`src/sv/mstk_pkg.sv`:
```
// ----------------------------------------------------------------------------
// mstk_pkg
// Types and constants shared by the spanning tree controller and datapath.
// ----------------------------------------------------------------------------
`timescale 1ns / 1ps
`default_nettype none

package mstk_pkg;

   localparam int VERTEX_BITS = 6;
   localparam int CFG_BITS    = 7;
   localparam int RANK_BITS   = 3;

   typedef enum logic [15:0] {
      ST_LOAD        = 16'h0001,
      ST_CLEAR       = 16'h0002,
      ST_CHECK       = 16'h0004,
      ST_SCAN        = 16'h0008,
      ST_SCAN_WAIT   = 16'h0010,
      ST_PICK        = 16'h0020,
      ST_FIND_A      = 16'h0040,
      ST_FIND_A_WAIT = 16'h0080,
      ST_FIND_B      = 16'h0100,
      ST_FIND_B_WAIT = 16'h0200,
      ST_JOIN        = 16'h0400,
      ST_JOIN2       = 16'h0800,
      ST_EMIT_RD     = 16'h1000,
      ST_EMIT_LD     = 16'h2000,
      ST_EMIT_HOLD   = 16'h4000,
      ST_EMPTY_LD    = 16'h8000
   } state_type;

   typedef struct packed {
      logic load_en;
      logic clear_step;
      logic scan_start;
      logic scan_read;
      logic take_best;
      logic mark_drop;
      logic walk_a;
      logic node_read;
      logic walk_follow;
      logic cap_a;
      logic cap_b;
      logic join1;
      logic join2;
      logic res_read;
      logic out_load;
      logic out_empty;
      logic out_valid;
      logic run_done;
   } cmd_type;

   typedef struct packed {
      logic last_accept;
      logic clr_last;
      logic limit_reached;
      logic found_zero;
      logic scan_last;
      logic best_valid;
      logic best_bad;
      logic node_is_root;
      logic roots_equal;
      logic ranks_equal;
      logic out_final;
   } status_type;

endpackage

`default_nettype wire

```
`src/sv/mstk_ctrl.sv`:
```
// ----------------------------------------------------------------------------
// mstk_ctrl
// Sequencer: load, clear, selection scans, root walks, joins and emission.
// ----------------------------------------------------------------------------
`timescale 1ns / 1ps
`default_nettype none

module mstk_ctrl
   import mstk_pkg::*;
(
   input  wire logic       clock,
   input  wire logic       reset,
   input  wire status_type status,
   input  wire logic       rsp_tready,
   output cmd_type         cmd
);

   state_type state_ff, state_in;

   always_ff @(posedge clock) begin
      if (reset) begin
         state_ff <= ST_LOAD;
      end else begin
         state_ff <= state_in;
      end
   end

   always_comb begin
      cmd      = '0;
      state_in = state_ff;
      unique case (state_ff)
         ST_LOAD: begin
            cmd.load_en = 1'b1;
            if (status.last_accept) state_in = ST_CLEAR;
         end
         ST_CLEAR: begin
            cmd.clear_step = 1'b1;
            if (status.clr_last) state_in = ST_CHECK;
         end
         ST_CHECK: begin
            if (status.limit_reached) begin
               state_in = status.found_zero ? ST_EMPTY_LD : ST_EMIT_RD;
            end else begin
               cmd.scan_start = 1'b1;
               state_in       = ST_SCAN;
            end
         end
         ST_SCAN: begin
            cmd.scan_read = 1'b1;
            if (status.scan_last) state_in = ST_SCAN_WAIT;
         end
         ST_SCAN_WAIT: state_in = ST_PICK;
         ST_PICK: begin
            if (!status.best_valid) begin
               state_in = status.found_zero ? ST_EMPTY_LD : ST_EMIT_RD;
            end else if (status.best_bad) begin
               cmd.take_best = 1'b1;
               cmd.mark_drop = 1'b1;
               state_in      = ST_CHECK;
            end else begin
               cmd.take_best = 1'b1;
               cmd.walk_a    = 1'b1;
               state_in      = ST_FIND_A;
            end
         end
         ST_FIND_A: begin
            cmd.node_read = 1'b1;
            state_in      = ST_FIND_A_WAIT;
         end
         ST_FIND_A_WAIT: begin
            if (status.node_is_root) begin
               cmd.cap_a = 1'b1;
               state_in  = ST_FIND_B;
            end else begin
               cmd.walk_follow = 1'b1;
               state_in        = ST_FIND_A;
            end
         end
         ST_FIND_B: begin
            cmd.node_read = 1'b1;
            state_in      = ST_FIND_B_WAIT;
         end
         ST_FIND_B_WAIT: begin
            if (status.node_is_root) begin
               cmd.cap_b = 1'b1;
               state_in  = ST_JOIN;
            end else begin
               cmd.walk_follow = 1'b1;
               state_in        = ST_FIND_B;
            end
         end
         ST_JOIN: begin
            if (status.roots_equal) begin
               state_in = ST_CHECK;
            end else begin
               cmd.join1 = 1'b1;
               state_in  = status.ranks_equal ? ST_JOIN2 : ST_CHECK;
            end
         end
         ST_JOIN2: begin
            cmd.join2 = 1'b1;
            state_in  = ST_CHECK;
         end
         ST_EMIT_RD: begin
            cmd.res_read = 1'b1;
            state_in     = ST_EMIT_LD;
         end
         ST_EMIT_LD: begin
            cmd.out_load = 1'b1;
            state_in     = ST_EMIT_HOLD;
         end
         ST_EMPTY_LD: begin
            cmd.out_empty = 1'b1;
            state_in      = ST_EMIT_HOLD;
         end
         ST_EMIT_HOLD: begin
            cmd.out_valid = 1'b1;
            if (rsp_tready) begin
               if (status.out_final) begin
                  cmd.run_done = 1'b1;
                  state_in     = ST_LOAD;
               end else begin
                  state_in = ST_EMIT_RD;
               end
            end
         end
         default: state_in = ST_LOAD;
      endcase
   end

endmodule

`default_nettype wire

```
`config.mk`:
```
export PLATFORM = sky130hd
export DESIGN_NAME = mstk_ctrl
export DESIGN_NICKNAME = d
export VERILOG_FILES = /design/src/sv/mstk_pkg.sv /design/src/sv/mstk_ctrl.sv
export SDC_FILE = /design/constraint.sdc
export NUM_CORES = 1
export LEC_CHECK = 0
export BUFFER_PORTS_ARGS = -buffer_cell sky130_fd_sc_hd__buf_2
export CAP_MARGIN = 30
export CORE_MARGIN = 2
export CORE_UTILIZATION = 50
export CTS_BUF_LIST = sky130_fd_sc_hd__clkbuf_8
export CTS_CLUSTER_DIAMETER = 200
export DETAILED_ROUTE_END_ITERATION = 8
export PLACE_DENSITY = 0.77
export SYNTH_ARGS = -nofsm -noshare
export SYNTH_HDL_FRONTEND = slang
export SYNTH_SLANG_ARGS = --single-unit
```
`constraint.sdc`:
```
create_clock -name clock -period 5.3 [get_ports clock]
set_input_delay 0.53 -clock clock [delete_from_list [all_inputs] [get_ports clock]]
set_output_delay 0.53 -clock clock [all_outputs]
set_load 0.02 [all_outputs]
```
==> results.md <==
- Status: completed
- Hold Fails Final Rpt: 0
- Vias per cell: 6.12
- Yosys cell types: 45
- Syn Area/Cell: approximately 8 um^2
- Multi-input logic area: 791 um^2
- Minimum clock period: 2.81 ns
- Clock Skews: 0.00335 ns
- RSZ-0062 raised after global routing: false
- Post-CTS Setup Bufs: 0
- Maximum VDD drop: 0.000186 V
- Initial core utilization: 0.525
- Placed insts: just under 200
- Most frequent cells in the layout: buf_2 (31), nor2_1 (23), dfxtp_1 (16)
- Async S/R FF share, synth: 0
- Biggest regs: state_ff x16
- Drt initial violations: 33
- Depth of the CTS H-tree: 1
- Slew HR: 0.697
- Max Clk Rate: 356 MHz
- Top reg by flops: state_ff
- DP HPWL: 2240 um
- Area delta synth->final: 18.8%
- Synth Register Bits: 16
- CP Data Required Time: 4.77 ns
- Power per cell area: 294 nW/um^2
- Syn Inst Count: 145
- Count of final setup violators: 0
- CP Max Fanout: 9
- Largest net degree at the start of global routing: 14
- Cts repair resizes: 0
- Final Cell Area: 1370 um^2
- Sum Neg Setup Slack: 0 ns
- Clock Path Buffers: 2
- DRC: 0
- Crit share post-route: 0.531
- Total GRT Usage: 0.253
- CTS Buf Count: 3
- Core area: 2190 um^2
- Top-Level Pins: 32
- Antenna-violating nets left: 0
- Post-CTS Hold Buffers: 0
- Synthesized cell area: 1150 um^2
- Non-Filler Instances: 202
- Fillers: 204
- GR Overflow Total: 0
- Clock transition at the registers of the reported paths: about 0.06 ns
- Crit Path Class: reg -> out
- Sequential cell area fraction in the yosys report: 0.278
- Die extent in x: 52.0 um
- # clock sinks: 16
- Critical Path End Type: primary output
- Setup crit start kind: register
- Main synth FF type: dfxtp_1
- Die height: 52.0 um
- Gp weighted congestion: between 0.8 and 0.9
- Register area: between 300 and 400 um^2
- Drt first pass iters: 4
- Worst-Skew Late Latency: 0.25 ns
- Total number of vias: about 1,200
- Warnings from Yosys: 0
- Nets: 189
- Cell area after placement: 1310 um^2
- Arrival time worst endpoint: about 2.3 ns
- First-pass GRT wire length: 5200 um
- WL/cell: 14.7 um
- Actual slew at the worst max-slew pin: 0.451 ns
- Layout cell share with drive strength beyond 1: 0.276
- Die ar.: approximately 2700 um^2
- Min-Delay Path Class: in -> reg
- FP Rows: 17
- Antenna Diode Count: 0
- Commonest non-fill, non-tap cell in the layout: buf_2
- Vias in the first global route: about 1,200
- Max reg flops: 16
- Final wirelength: around 3000 um
- PortBufs: 31
- TritonCTS clock tree: done
- Post-synth EDFFs: 0
- Max Transition Viols Final: 0
- Max cap viols: 0
- Initial antenna violation count: 0
- Leakage: 0.571 nW
- Synthesized net count: 159
- Clk Tree Root Cell: clkbuf_8
-- worst paths after layout --
path | depth (start not counted) | from | to | slack [ns]
worst max-delay path | 5 | state_ff[8]$_SDFFE_PP0P_ | cmd[17] | 2.49
worst min-delay path | 2 | status[2] | state_ff[11]$_SDFFE_PP0P_ | 0.47
worst max register to register | 6 | state_ff[8]$_SDFFE_PP0P_ | state_ff[1]$_SDFFE_PP0P_ | 3.05
worst min register to register | 2 | state_ff[12]$_SDFFE_PP0P_ | state_ff[13]$_SDFFE_PP0P_ | 0.61
-- routing by layer --
metal	up-vias	global-route usage	part of all wire
met5	-	0	0
met4	0	0.0746	0.0084
met3	5	0.0517	0.067
met2	49	0.443	0.49
met1	578	0.309	0.43
li1	604	-	-
-- report_power, final --
part | leakage [nW] | internal [W] | switching [W] | total, W
Sequential | 0.129 | 0.000128 | 0.0000187 | 0.000147
Combinational | 0.413 | 0.0000617 | 0.0000828 | 0.000145
Clock | 0.0288 | 0.0000659 | 0.0000444 | 0.000110
Total | 0.571 | 0.000256 | 0.000146 | 0.000402
-- cell usage after synthesis, drive strengths merged, types with 4 or more instances --
cell type / count / area share
a21oi: 4 / 0.017
nand2b: 6 / 0.033
nand2: 11 / 0.038
nor3: 14 / 0.070
nor4: 10 / 0.086
nor2: 23 / 0.075
or4: 4 / 0.033
dfxtp: 16 / 0.28
nor4b: 5 / 0.038
nand3: 6 / 0.030
-- critical path, cell delays in order (launching register included) --
cell     delay (ns)
dfxtp_1        0.39
or4_1          0.62
nor2_1         0.24
nand2_2        0.17
nor4_1         0.38
buf_2          0.24
-- final cells by class --
cell class                      count  share of cell area
Timing Repair Buffer               31               0.113
Multi-Input combinational cell    120               0.578
Inverter                            3             0.00823
Tap cell                           28              0.0256
Clock buffer                        4              0.0403
Sequential cell                    16               0.234
-- cell families after synthesis --
logic type	synth area share
and+or+nand+nor	0.501
AOI/OAI and AO/OA	0.154
DFF	0.278
buffers and inverters	0.0348
xor gates and xnor gates	0.0228
muxes	0.00870
-- through the flow --
stage | util | setup slack, ns | total power (W) | hold WS, ns
CTS | 0.624 | 2.50 | 0.000402 | 0.474
detailed placement | 0.599 | 2.77 | 0.000292 | 0.603
global placement | 0.599 | 2.80 | 0.000291 | 0.577
global route | 0.624 | 2.36 | 0.000424 | 0.475
floorplan | - | 2.69 | 0.000258 | 0.566
finish | 0.624 | 2.49 | 0.000402 | 0.472
No activity file was read; power rests on OpenSTA's default activity.
